$ cat config.mk
export PLATFORM = sky130hd
export DESIGN_NAME = aabb_accum
export DESIGN_NICKNAME = d
export VERILOG_FILES = /design/src/hw/rtl/aabb_pkg.sv /design/src/hw/rtl/aabb_accum.sv
export SDC_FILE = /design/constraint.sdc
export NUM_CORES = 1
export LEC_CHECK = 0
export BUFFER_PORTS_ARGS = -buffer_cell sky130_fd_sc_hd__buf_2
export CAP_MARGIN = 10
export CORE_AREA = 2 2 268 270
export DETAILED_ROUTE_END_ITERATION = 7
export DIE_AREA = 0 0 270 272
export GPL_TIMING_DRIVEN = 0
export PLACE_DENSITY = 0.62
export RECOVER_POWER = 100
export SLEW_MARGIN = 10
export SYNTH_ARGS = -nofsm -noshare
export SYNTH_HDL_FRONTEND = slang
export SYNTH_SLANG_ARGS = --single-unit
$ cat constraint.sdc
create_clock -name clk -period 8.9 [get_ports clk]
set_input_delay 0.445 -clock clk [delete_from_list [all_inputs] [get_ports clk]]
set_output_delay 0.445 -clock clk [all_outputs]
set_load 0.005 [all_outputs]
$ cat src/hw/rtl/aabb_pkg.sv
// Shared word sizes, number format and stage payload types for the
// transformed bounding box pipeline. No dependencies.
package aabb_pkg;

  localparam int WORD_BITS = 32;
  localparam int FRAC_BITS = 16;
  localparam int AXIS_BITS = 2;
  localparam int PROD_BITS = 2 * WORD_BITS;
  localparam int ACC_BITS  = PROD_BITS + 3;

  typedef logic signed [WORD_BITS-1:0] word_t;
  typedef logic signed [PROD_BITS-1:0] prod_t;
  typedef logic signed [ACC_BITS-1:0]  acc_t;
  typedef logic [AXIS_BITS-1:0]        axis_t;

  typedef struct packed {
    axis_t axis;
    word_t coef_x;
    word_t coef_y;
    word_t coef_z;
    word_t coef_t;
    word_t lo_x;
    word_t lo_y;
    word_t lo_z;
    word_t hi_x;
    word_t hi_y;
    word_t hi_z;
  } req_t;

  typedef struct packed {
    axis_t axis;
    word_t coef_t;
    prod_t lo_x;
    prod_t lo_y;
    prod_t lo_z;
    prod_t hi_x;
    prod_t hi_y;
    prod_t hi_z;
  } prod_set_t;

  typedef struct packed {
    axis_t axis;
    word_t coef_t;
    prod_t mn_x;
    prod_t mn_y;
    prod_t mn_z;
    prod_t mx_x;
    prod_t mx_y;
    prod_t mx_z;
  } bound_set_t;

  typedef struct packed {
    axis_t axis;
    acc_t  mn_a;
    acc_t  mn_b;
    acc_t  mx_a;
    acc_t  mx_b;
  } part_sum_t;

endpackage

$ cat src/hw/rtl/aabb_accum.sv
// Stage three: partial sums of the bounds, scaled translation and rounding half.
// Depends on aabb_pkg.
module aabb_accum import aabb_pkg::*; (
  input  logic       clk,
  input  logic       rst,
  input  logic       in_valid,
  output logic       in_ready,
  input  bound_set_t in_req,
  output logic       out_valid,
  input  logic       out_ready,
  output part_sum_t  out_req
);

  localparam acc_t ROUND_HALF = acc_t'(1) <<< (FRAC_BITS - 1);

  logic      vld;
  part_sum_t data;
  acc_t      trans;
  acc_t      mn_x;
  acc_t      mn_y;
  acc_t      mn_z;
  acc_t      mx_x;
  acc_t      mx_y;
  acc_t      mx_z;

  assign in_ready  = !vld || out_ready;
  assign out_valid = vld;
  assign out_req   = data;

  assign trans = {{(ACC_BITS-WORD_BITS){in_req.coef_t[WORD_BITS-1]}}, in_req.coef_t}
                 <<< FRAC_BITS;
  assign mn_x  = {{(ACC_BITS-PROD_BITS){in_req.mn_x[PROD_BITS-1]}}, in_req.mn_x};
  assign mn_y  = {{(ACC_BITS-PROD_BITS){in_req.mn_y[PROD_BITS-1]}}, in_req.mn_y};
  assign mn_z  = {{(ACC_BITS-PROD_BITS){in_req.mn_z[PROD_BITS-1]}}, in_req.mn_z};
  assign mx_x  = {{(ACC_BITS-PROD_BITS){in_req.mx_x[PROD_BITS-1]}}, in_req.mx_x};
  assign mx_y  = {{(ACC_BITS-PROD_BITS){in_req.mx_y[PROD_BITS-1]}}, in_req.mx_y};
  assign mx_z  = {{(ACC_BITS-PROD_BITS){in_req.mx_z[PROD_BITS-1]}}, in_req.mx_z};

  always_ff @(posedge clk) begin
    if (rst) begin
      vld <= 1'b0;
    end else if (in_ready) begin
      vld <= in_valid;
    end
  end

  always_ff @(posedge clk) begin
    if (in_ready && in_valid) begin
      data.axis <= in_req.axis;
      data.mn_a <= mn_x + mn_y;
      data.mn_b <= mn_z + trans + ROUND_HALF;
      data.mx_a <= mx_x + mx_y;
      data.mx_b <= mx_z + trans + ROUND_HALF;
    end
  end

endmodule

==> summary.md <==
The areal power density over the cells was 169 nW/um^2. The tools report the logic gate share of total power as 0.302. The routed design could run at a clock period as short as 5.88 ns. The worst setup path is captured at a register. The number of DRC markers in iteration 0 came out at 1380. STA classifies the critical path startpoint as a register.

Counting every net in the synthesized netlist gives 2817. A synthesized cell averages 9.62 sq um. For the worst-skew pair, the clock arrives at the later sink with an insertion delay of 0.55 ns.

Gates resized during post-CTS repair numbered 0. The layout overhead on the synthesized area is 26.8%. For the clock buffer count from CTS, the log shows 36. The number of enable-type register cells in the synthesized netlist was 264; the maximum clock skew at final layout was 0.0291 ns. The number of setup buffers added after CTS is 0. The portion of the clock cycle consumed by the worst path in the final layout was 0.661; the number of unique standard cell types used by synthesis was 83.

The tools report the number of clock sinks as 265. The floorplan die area is 73400 sq um, and the endpoint required time on the critical path is 9.10 ns. The tools report the worst-case hold slack as 0.0426 ns.

The root buffer cell is clkbuf_16. TritonCTS built the clock tree. The run gives 159 as the max-slew violation count.

Measured along the y axis, the die boundary spans 272 microns. The total grt overflow is 0. Walking the worst path, the cells encountered are nand2b_1, and2_0, clkbuf_1, buf_16.

The critical-path cell with the highest stage delay was clkbuf_1. The static leakage power is 0.0114 uW, and the count of standard-cell rows is 98. Using the TritonRoute via totals, the vias-per-cell ratio works out to 5.11.

The type of the most critical hold path is in -> reg. Sequential cell fraction of total power: 0.369. The cell family contributing the most delay on the critical path is buffers and inverters.

The clock group share of total power was 0.329; the number of instances in the synthesized netlist was 2167. The post-synthesis instance area was 20800 sq um; the number of levels in the clock H-tree was 2. The die extent in x is 270 microns.

STA puts the critical path data arrival time at 6.08 ns. In this run the deepest clock path goes through 3 buffers. For this run, the detailed router's first-pass iteration total came to 5. The clock-pin slew reported for the worst setup and hold paths after clock tree synthesis is 0.06 ns, and the count of max-cap constraint violations is 3. The region available for standard cell placement spans 70800 sq um. During synthesis, Yosys emitted a total of 0 warnings. The final layout contains routed wiring with a total length of 71200 microns. The detailed placement HPWL was 57900 microns; the internal power summed over all cells was 3030 uW. The largest net degree at the start of global routing was 58; the ratio of cells with drive above 1 in the final layout was 0.202. Detailed routing inserted a total of 19800 vias.

In this run the worst path has a maximum fanout of 57. The tools report the via count of the first global-routing pass as 19300. The slew at the pin with the worst max-slew slack was 3.23 ns; the number of buffers and inverters on the critical path was 2. Derived from the worst setup path, the maximum achievable clock frequency is 0.170 GHz.

The logs give 7 for the initial antenna violation count and 3552 for the layout net count. The worst-case IR drop observed on VDD is 0.000114 V. Setup repair after global routing left no endpoint under its margin. Initial core utilization: 0.295. The completed layout was analyzed and its total power is 4470 uW. In this run, synthesis produced a sequential element count of 265. The net switching fraction of the power is 0.322. The worst setup path is of the reg -> reg kind. The maximum single-stage delay on the critical path was 2.39 ns; the worst slew margin relative to its limit was -1.15. The detailed-route wire length per cell was 18.3 microns. In the routed design, unresolved DRC markers number 0.

The final reports fail on capacitance limit, slew limit. During I/O placement, the number of pins put on the boundary was 694. The final setup violation count was 0.

The post-cts hold buffer count came out at 0. The final hold violation count is 0. The flow ran to the end, but the final reports show violations. The part of the Yosys area used for sequential elements is 0.381.

The summed negative setup slack over all endpoints was 0 ns; the residual antenna-violating net count after detailed routing was 0. The first global-routing pass estimated 107000 microns of wire. The power spent charging and discharging nets was 1440 uW.

The most used flip-flop cell after synthesis is edfxtp_1. Share of flip-flops with an asynchronous set or reset: 0. During placement, the flow inserted port buffers numbering 693. The tools report the combined global-route utilization of all metal layers as 0.183.

The congestion estimate from routability-driven global placement came to 0.943.
==> cell usage after synthesis, drive strengths merged (5+ instances only) <==
library cell	count	area [sq um]
o22ai	5	31.3
nand4	56	350
o21ai	150	751
a41oi	11	104
a2111oi	10	90.1
clkbuf	69	259
a21o	132	991
a21boi	5	37.5
nand3	46	230
xor2	70	613
and2	12	75.1
a221oi	5	43.8
a21oi	262	1330
nor2	120	450
ha	224	2800
a211o	7	61.3
nor4	8	50.1
and4	5	46.3
nand2b	26	163
a31o	10	87.6
edfxtp	264	7930
o211ai	14	110
a211oi	26	205
o31ai	13	121
and3	22	138
a311oi	6	52.6
a31oi	25	156
or3	11	68.8
inv	78	293
nand2	138	518
xnor2	128	1120
nor3b	6	45.0
or2	7	43.8
o31a	5	43.8
nor3	47	235
nor2b	19	119
o21bai	36	270
o221ai	6	52.6
o21a	19	143
buf	18	111
==> cells in the final DEF (no fill, tap or decap), drive strengths merged, types with 6 or more instances in the layout <==
cell type	n
a31oi	25
a21o	132
a31o	10
o21ai	150
buf	522
nor3b	6
or3	11
a2111oi	10
a311oi	6
nand4	56
clkbuf	306
nor2b	19
and2	12
xnor2	128
o31ai	13
ha	224
a211o	7
o211ai	14
nor3	47
inv	80
a41oi	11
nand2	138
edfxtp	264
or2	7
nand2b	26
a211oi	26
a21oi	262
nor4	8
clkinv	12
o221ai	6
nand3	46
and3	22
xor2	70
o21bai	36
o21a	19
nor2	120
==> kinds of logic after synthesis <==
family	after synthesis	synth area share
xor+xnor	198	0.0832
compound gates	774	0.238
mux	4	0.00192
flops	265	0.381
buf+inv	165	0.0318
simple gates	533	0.126
fa+ha+maj	228	0.138
==> flip-flops by register name (all words and copies together) (netlist names) <==
name,flops
out_req,264
out_valid,1
==> path summary, 6_finish.rpt <==
check	slack, ns	start	to	depth (start not counted)
hold / removal	0.04	rst	out_valid	2
setup / recovery	3.02	out_valid	out_req[41]	4
hold reg to reg	0.54	out_valid	out_valid	2
setup reg to reg	3.02	out_valid	out_req[41]	4
==> per-layer routing <==
layer,vias up,global-route usage,wire length (microns)
met3,117,0.0413,4940
li1,9728,-,-
met5,-,0,23
met2,763,0.326,35000
met4,4,0.0656,2360
met1,9211,0.216,28900
==> layout make-up <==
| class | count | area (sq um) |
|---|---|---|
| Antenna cell | 5 | 12.5 |
| Buffer | 87 | 369 |
| Clock buffer | 44 | 952 |
| Clock inverter | 20 | 214 |
| Fill cell | 7399 | 44300 |
| Inverter | 78 | 293 |
| Multi-Input combinational cell | 1737 | 12200 |
| Sequential cell | 265 | 7950 |
| Tap cell | 950 | 1190 |
| Timing Repair Buffer | 697 | 3300 |
==> power by group through the flow <==
stage,sequential (uW),combinational [uW],clock (uW)
after global routing,1660,1490,1550
after CTS,1650,1380,1510
final,1650,1350,1470
after floorplan,1700,826,0
after global placement,1700,1360,0
after detailed placement,1670,1370,0
==> metrics by stage <==
stage	instance area (sq um)	std cells	setup slack (ns)	util
2_1_floorplan	20800	2167	1.63	-
3_3_place_gp	25500	3810	-1.63	0.360
3_5_place_dp	25600	3814	4.58	0.362
4_1_cts	26800	3878	5.18	0.378
5_1_grt	26400	3882	2.46	0.374
6_report	26400	3883	3.02	0.374
(Power assumes the default switching activity.)
