<file path="src/hw/rtl/aabb_pkg.sv">
// Shared word sizes, number format and stage payload types for the
// transformed bounding box pipeline. No dependencies.
package aabb_pkg;

  localparam int WORD_BITS = 32;
  localparam int FRAC_BITS = 16;
  localparam int AXIS_BITS = 2;
  localparam int PROD_BITS = 2 * WORD_BITS;
  localparam int ACC_BITS  = PROD_BITS + 3;

  typedef logic signed [WORD_BITS-1:0] word_t;
  typedef logic signed [PROD_BITS-1:0] prod_t;
  typedef logic signed [ACC_BITS-1:0]  acc_t;
  typedef logic [AXIS_BITS-1:0]        axis_t;

  typedef struct packed {
    axis_t axis;
    word_t coef_x;
    word_t coef_y;
    word_t coef_z;
    word_t coef_t;
    word_t lo_x;
    word_t lo_y;
    word_t lo_z;
    word_t hi_x;
    word_t hi_y;
    word_t hi_z;
  } req_t;

  typedef struct packed {
    axis_t axis;
    word_t coef_t;
    prod_t lo_x;
    prod_t lo_y;
    prod_t lo_z;
    prod_t hi_x;
    prod_t hi_y;
    prod_t hi_z;
  } prod_set_t;

  typedef struct packed {
    axis_t axis;
    word_t coef_t;
    prod_t mn_x;
    prod_t mn_y;
    prod_t mn_z;
    prod_t mx_x;
    prod_t mx_y;
    prod_t mx_z;
  } bound_set_t;

  typedef struct packed {
    axis_t axis;
    acc_t  mn_a;
    acc_t  mn_b;
    acc_t  mx_a;
    acc_t  mx_b;
  } part_sum_t;

endpackage

</file>
<file path="src/hw/rtl/aabb_round_sat.sv">
// Stage four: final add, drop the fraction and saturate into the output register.
// Depends on aabb_pkg.
module aabb_round_sat import aabb_pkg::*; (
  input  logic      clk,
  input  logic      rst,
  input  logic      in_valid,
  output logic      in_ready,
  input  part_sum_t in_req,
  output logic      out_valid,
  input  logic      out_ready,
  output axis_t     axis_out,
  output word_t     out_min,
  output word_t     out_max
);

  localparam acc_t SAT_HI = acc_t'({1'b0, {(WORD_BITS-1){1'b1}}});
  localparam acc_t SAT_LO = -SAT_HI - acc_t'(1);

  logic  vld;
  axis_t axis_q;
  word_t mn_q;
  word_t mx_q;
  acc_t  mn_sh;
  acc_t  mx_sh;
  word_t mn_next;
  word_t mx_next;

  assign in_ready  = !vld || out_ready;
  assign out_valid = vld;
  assign axis_out  = axis_q;
  assign out_min   = mn_q;
  assign out_max   = mx_q;

  assign mn_sh = (in_req.mn_a + in_req.mn_b) >>> FRAC_BITS;
  assign mx_sh = (in_req.mx_a + in_req.mx_b) >>> FRAC_BITS;

  always_comb begin
    if (mn_sh > SAT_HI) begin
      mn_next = SAT_HI[WORD_BITS-1:0];
    end else if (mn_sh < SAT_LO) begin
      mn_next = SAT_LO[WORD_BITS-1:0];
    end else begin
      mn_next = mn_sh[WORD_BITS-1:0];
    end
    if (mx_sh > SAT_HI) begin
      mx_next = SAT_HI[WORD_BITS-1:0];
    end else if (mx_sh < SAT_LO) begin
      mx_next = SAT_LO[WORD_BITS-1:0];
    end else begin
      mx_next = mx_sh[WORD_BITS-1:0];
    end
  end

  always_ff @(posedge clk) begin
    if (rst) begin
      vld <= 1'b0;
    end else if (in_ready) begin
      vld <= in_valid;
    end
  end

  always_ff @(posedge clk) begin
    if (in_ready && in_valid) begin
      axis_q <= in_req.axis;
      mn_q   <= mn_next;
      mx_q   <= mx_next;
    end
  end

endmodule

</file>
<file path="config.mk">
export PLATFORM = sky130hd
export DESIGN_NAME = aabb_round_sat
export DESIGN_NICKNAME = d
export VERILOG_FILES = /design/src/hw/rtl/aabb_pkg.sv /design/src/hw/rtl/aabb_round_sat.sv
export SDC_FILE = /design/constraint.sdc
export NUM_CORES = 1
export LEC_CHECK = 0
export BUFFER_PORTS_ARGS = -buffer_cell sky130_fd_sc_hd__buf_2
export CAP_MARGIN = 20
export CORE_AREA = 2 2 152 154
export CTS_CLUSTER_DIAMETER = 100
export DETAILED_ROUTE_END_ITERATION = 8
export DIE_AREA = 0 0 154 156
export PLACE_DENSITY = 0.78
export SYNTH_ARGS = -nofsm -noshare
export SYNTH_HDL_FRONTEND = slang
export SYNTH_SLANG_ARGS = --single-unit
export TNS_END_PERCENT = 20
</file>
<file path="constraint.sdc">
create_clock -name clk -period 3.5 [get_ports clk]
set_input_delay 0 -clock clk [delete_from_list [all_inputs] [get_ports clk]]
set_output_delay 0 -clock clk [all_outputs]
set_load 0.1 [all_outputs]
</file>
==> results of run 1 <==
power groups by stage:
stage	Sequential (mW)	Combinational, mW	Clock, mW
floorplan	2.03	1.45	0
global placement	1.14	3.50	0
detailed placement	1.15	3.53	0
CTS	1.13	3.55	1.11
global route	1.14	3.93	1.14
finish	1.13	3.72	1.11
layout make-up:
| type | count | area share |
|---|---|---|
| Clock inverter | 7 | 0.008137 |
| Clock buffer | 9 | 0.01480 |
| Tap cell | 285 | 0.02343 |
| Inverter | 36 | 0.008877 |
| Multi-Input combinational cell | 1264 | 0.5610 |
| Sequential cell | 67 | 0.1315 |
| Timing Repair Buffer | 612 | 0.2519 |
| Antenna cell | 2 | 0.0003288 |
synthesized netlist by cell type (36+ instances only):
cell      instances  share of area
o21ai_0         141          0.067
o21ai_1          47          0.022
xor2_1           36          0.030
inv_1            36          0.013
a21oi_1         185          0.088
nand2_1         170          0.060
xnor2_1          54          0.045
edfxtp_1         66           0.19
ha_1            130           0.15
clkbuf_1         42          0.015
nand4_1          61          0.036
nor2_1          104          0.037
cells by family after synthesis:
logic type               Yosys count  synth area share
AO/OA/AOI/OAI                    555            0.3166
AND/OR/NAND/NOR                  484            0.2219
adder cells (fa/ha/maj)          130            0.1538
buffers and inverters             94           0.03808
XOR/XNOR                          92           0.07759
flip-flops                        67            0.1892
multiplexers                       3          0.002839
worst max-delay path, delay by kind of cell:
family                   cells  cell delay, ns
buffers and inverters        4            0.58
AND/OR/NAND/NOR              5            1.23
XOR/XNOR                     1            0.15
AO/OA/AOI/OAI                5            1.33
adder cells (fa/ha/maj)      1            0.25
routing by layer:
layer | vias to the layer above | routed length (um) | part of all wire | track usage
met5 | - | 0 | 0 | 0
li1 | 6558 | - | - | -
met4 | 0 | 2384 | 0.053 | 0.1780
met2 | 727 | 21820 | 0.49 | 0.6297
met1 | 6461 | 17100 | 0.38 | 0.3925
met3 | 157 | 3321 | 0.074 | 0.04889
sequential cells by signal (all words and copies together), names as in the netlist:
register / flops
axis_out: 2
out_max: 32
out_valid: 1
out_min: 32
repair_timing:
action,4_1_cts,5_1_grt
endpoints found under the hold margin,3,0
gates cloned,0,1
setup endpoints to repair,10,36
resized for setup,1,56
pin swaps,0,20
setup buffers,0,8
hold buffers,4,0
stage by stage:
step,cell area [um2],cells,power (mW)
3_3_place_gp,14390,2251,4.643
6_report,15220,2282,5.955
4_1_cts,14780,2271,5.786
2_1_floorplan,10580,1425,3.472
5_1_grt,15220,2280,6.215
3_5_place_dp,14390,2251,4.675
final timing paths:
check | from | endpoint | slack [ns] | depth (start not counted)
max | in_req[39] | out_max[0]$_SDFFCE_PN1P_ | 0.05 | 16
min | in_req[108] | out_max[25]$_SDFFCE_PN1P_ | 0.28 | 5
max reg2reg | out_valid$_SDFFE_PP0N_ | out_min[2]$_SDFFCE_PN1P_ | 1.79 | 3
min reg2reg | out_valid$_SDFFE_PP0N_ | out_valid$_SDFFE_PP0N_ | 1.17 | 3
==> impl_metrics.toml, run 1 <==
[place]
hpwl_mm = 37.35
place_ws_ns = -0.3021
globalplace.congestion = 1.037
io_buffers = 341

[power]
intPower_mw = 3.058
ir_drop_mv = 0.2239
power_frac_comb = 0.624
leakage_nw = 6.810
power_density_nw_per_um2 = 391.2
switching_share = 0.4865
p_seq_frac = 0.190
power.share.clock = 0.186
power_switching_mw = 2.897

[critical_path]
cp-start-kind = "input pin"
cpMostUsedCell = "buf_4"
worst-path-max-fanout = 10
crit_type = "input pin to flip-flop"
endpoint_kind = "flip-flop"
critPathSlowestCell = "or4_4"
required_ns = 3.60
worstPathArrival_ns = 3.55
worstPathCellList = "buf_2, ha_4, buf_4, nand2_1, o21ai_1, nor2b_1, a2111o_1, or3_4, o31a_1, xnor2_2, nand3_1, or4_4, o41ai_4, buf_4, buf_6, o21ai_0"
critPathMaxStageDelay_ns = 0.52

[timing]
fmax_ghz = 0.2896
clock_skew_ns = 0.008560
slew_headroom = 0.4016
setup_viol = 0
tns_ns = 0
slew_violations = 0
period_needed_ns = 3.453
tightest_slew_ns = 0.8976
hold_violations = 0
layout_setup_ws_ns = 0.04737
min_period_over_period = 0.9865
rsz0062_at_grt = "true"
fin_hold_ws_ns = 0.2846

[finish]
mostFrequentLayoutCell = "buf_2"
multiInputGateArea_um2 = 8539
final_nets = 2394
n_fill_cell = 1903
drive_above_1_share = 0.3514
post-route-util = 0.6806
seqCellArea_um2 = 2002
syn_to_final_growth_pct = 43.89
final_cell_mix = "buf_2 (341), buf_4 (260), a21oi_1 (171)"

[yosys]
synth.distinct_cells = 74
synth_edf_count = 66
synth_seq_cells = 67
yosysWarningCount = 0
synth_ff_type = "edfxtp_1"
syn_area_um2 = 10580
async_flop_share = 0
synthCells = 1425
ys_seq_area_frac = 0.1892
avgSynthCellArea_um2 = 7.424
syn_nets = 1829

[drt]
post_drt_wl_per_cell_um = 19.55
drt_first_iter_violations = 1020
drt-pass1-iter-count = 7
routed_wl_mm = 44.62
antenna_left = 0
num_vias = 13900
drcViolationCount = 0
viasPerCell = 6.092

[cts]
htreeDepth = 3
clock_sinks = 67
cts_tree = "built"
clock_latency_ns = 0.35
clockRootBuffer = "clkbuf_16"
clk_pin_slew_ns = 0.07
clockBufferDepth = 2
cts_made_buffers = 9

[die]
die_x_um = 154
dieArea_um2 = 24020
row_count = 55
die_h_um = 156
start_util = 0.4730
core_area_um2 = 22370
ios = 342

[worst_hold_path]
hold_class = "input pin to flip-flop"

[grt]
grt_pass1_vias = 13220
gr-usage-all-layers = 0.3451
antenna_found_initial = 2
grt_pass1_wl_mm = 66.30
grt_max_degree = 67
grt.overflow.total = 0

[run]
maxCapViolCount = 0

[outcome]
outcome = "finished clean"
Power figures use the tool's default switching activity.
==> run 2: changes to the inputs <==
--- a/config.mk
+++ b/config.mk
@@ -7,11 +7,14 @@
 export LEC_CHECK = 0
 export BUFFER_PORTS_ARGS = -buffer_cell sky130_fd_sc_hd__buf_2
 export CAP_MARGIN = 20
-export CORE_AREA = 2 2 152 154
+export CELL_PAD_IN_SITES_DETAIL_PLACEMENT = 1
+export CELL_PAD_IN_SITES_GLOBAL_PLACEMENT = 1
+export CORE_AREA = 2 2 180 182
 export CTS_CLUSTER_DIAMETER = 100
 export DETAILED_ROUTE_END_ITERATION = 8
-export DIE_AREA = 0 0 154 156
-export PLACE_DENSITY = 0.78
+export DIE_AREA = 0 0 182 184
+export PLACE_DENSITY_LB_ADDON = 0.1
+export SKIP_LAST_GASP = 1
 export SYNTH_ARGS = -nofsm -noshare
 export SYNTH_HDL_FRONTEND = slang
 export SYNTH_SLANG_ARGS = --single-unit
==> run 2 against run 1 <==
Effect of this change: maximum frequency up 0.17%; clock skew up 0.0090 ns; register-to-register slack better by 0.11 ns; non-clock buffer count up 71; final area up 5.9%; core utilization down 17 points; sequential share of layout area down 0.73 points; sequential power about the same; global-route usage down 7.4 points; die area up 39%; first-iteration DRC count down 15%.
==> impl_metrics.toml, run 2 (synthesis gave the netlist of run 1 again) <==
[outcome]
outcome = "finished clean"

[grt]
grt.overflow.total = 0
antenna_found_initial = 0
grt_pass1_vias = 13740
grt_pass1_wl_mm = 72.29
grt_max_degree = 67
gr-usage-all-layers = 0.2710

[cts]
clock_latency_ns = 0.34
cts_tree = "built"
clockRootBuffer = "clkbuf_16"
clockBufferDepth = 2
clk_pin_slew_ns = 0.06
htreeDepth = 3
cts_made_buffers = 9
clock_sinks = 67

[critical_path]
cp-start-kind = "input pin"
cp_top_family = "simple AND/OR/NAND/NOR gates"
r2r_cells = 2
worst-path-max-fanout = 8
crit_type = "input pin to flip-flop"
critPathSlowestCell = "or4_4"
r2r_start = "out_valid$_SDFFE_PP0N_"
required_ns = 3.58
crit_buf_inv = 6
reg2reg_setup_slack_ns = 1.90
cpMostUsedCell = "buf_4"
worstPathArrival_ns = 3.52
critPathMaxStageDelay_ns = 0.50
reg2reg_to = "out_min[12]$_SDFFCE_PN1P_"
endpoint_kind = "flip-flop"
worstPathCellList = "buf_2, ha_4, buf_4, nand4_1, nor4_2, buf_4, nand4_1, a21oi_1, buf_4, or3_4, o31a_1, xnor2_2, nand3_1, or4_4, o41ai_4, buf_6, clkbuf_16, o21ai_1"
crit_start = "in_req[36]"

[place]
io_buffers = 341
hpwl_mm = 41.26
place_area_um2 = 15000
place_ws_ns = -0.7052
globalplace.congestion = 0.9340

[finish]
drive_above_1_share = 0.3921
n_fill_cell = 4029
final_cell_mix = "buf_2 (341), buf_4 (327), nand2_1 (168)"
syn_to_final_growth_pct = 52.41
diodes = 0
mostFrequentLayoutCell = "buf_2"
seqCellArea_um2 = 2002
post-route-util = 0.5136
fin_area_um2 = 16120
final_nets = 2465
multiInputGateArea_um2 = 8756

[timing]
clock_skew_ns = 0.01752
fin_hold_ws_ns = 0.1978
tightest_slew_ns = 0.9389
fmax_ghz = 0.2901
layout_setup_ws_ns = 0.05321
period_needed_ns = 3.447
slew_violations = 0
setup_viol = 0
slew_headroom = 0.3741
hold_violations = 0
rsz0062_at_grt = "true"
min_period_over_period = 0.9848

[die]
die_h_um = 184
core_area_um2 = 31390
dieArea_um2 = 33490
row_count = 65
ios = 342
start_util = 0.3370
die_x_um = 182

[drt]
drt-pass1-iter-count = 5
met1_length_mm = 22.34
routed.top_layer = "met4"
drcViolationCount = 0
routed_wl_mm = 48.46
num_vias = 13780
route.met3.wl_mm = 3.075
post_drt_wl_per_cell_um = 19.64
antenna_left = 0
viasPerCell = 5.583
dr_wl_met2_mm = 22.37
drt_first_iter_violations = 863

[power]
ir_drop_mv = 0.2765
power_density_nw_per_um2 = 380.4
leakage_nw = 7.174
power_mw = 6.133

[worst_hold_path]
whs_path_depth = 4
holdPathEnd = "out_max[31]$_SDFFCE_PN0P_"
hold_class = "input pin to flip-flop"
min_from = "in_req[133]"

[run]
maxCapViolCount = 0
-- run 2: changes by cell type in the layout (fill, tap and decap cells not counted), sizes merged --
cell    before  now
buf        607  677
diode        2    0
inv         38   40
bufinv       3    2
clkbuf      10   11
clkinv       1    0
-- run 2: what timing repair did --
action	in CTS	in global routing
resized for setup	7	100
hold buffers	4	0
endpoints found under the hold margin	3	0
setup buffers	0	15
pin swaps	0	41
setup endpoints to repair	31	62
cloned	0	3
-- run 2: per-stage QoR --
stage | setup TNS (ns) | cells
final | 0 | 2468
after CTS | 0 | 2450
after floorplan | 0 | 1425
after detailed placement | -25.56 | 2430
after global placement | -20.58 | 2430
after global routing | -1.396 | 2468
-- run 2: worst min-delay path, cell delays in order --
cell and delay (ns):
buf_2 0.09, xor2_1 0.08, xnor2_1 0.17, inv_1 0.07
-- run 2: layer usage --
| layer | vias to the layer above | track usage |
|---|---|---|
| met1 | 6640 | 0.3722 |
| met2 | 414 | 0.4528 |
| li1 | 6698 | - |
| met5 | - | 0 |
| met3 | 28 | 0.04497 |
| met4 | 0 | 0.04452 |
-- run 2: how the worst max path moves through the flow --
stage                                            to  slack [ns]  depth (start not counted)
after detailed placement   out_max[7]$_SDFFCE_PN1P_       -0.71                         14
after global routing      out_max[26]$_SDFFCE_PN1P_       -0.07                         17
after floorplan           out_max[21]$_SDFFCE_PN1P_        0.10                         14
final                     out_max[13]$_SDFFCE_PN1P_        0.05                         18
after global placement     out_max[0]$_SDFFCE_PN1P_       -0.61                         14
after CTS                  out_max[7]$_SDFFCE_PN1P_        0.07                         14
-- run 2: power by group --
part | total [mW] | internal [mW] | switching [mW]
clock network | 1.02 | 0.637 | 0.387
registers | 1.14 | 1.08 | 0.0654
logic | 3.96 | 1.43 | 2.54
-- run 2: area by class of cell --
class / count / share of cell area
multi-input cells: 1264 / 0.5431
repair buffers: 683 / 0.2727
flip-flops and latches: 67 / 0.1242
well taps: 402 / 0.03120
clock buffers: 9 / 0.01397
inverters: 36 / 0.008381
clock inverters: 7 / 0.006519
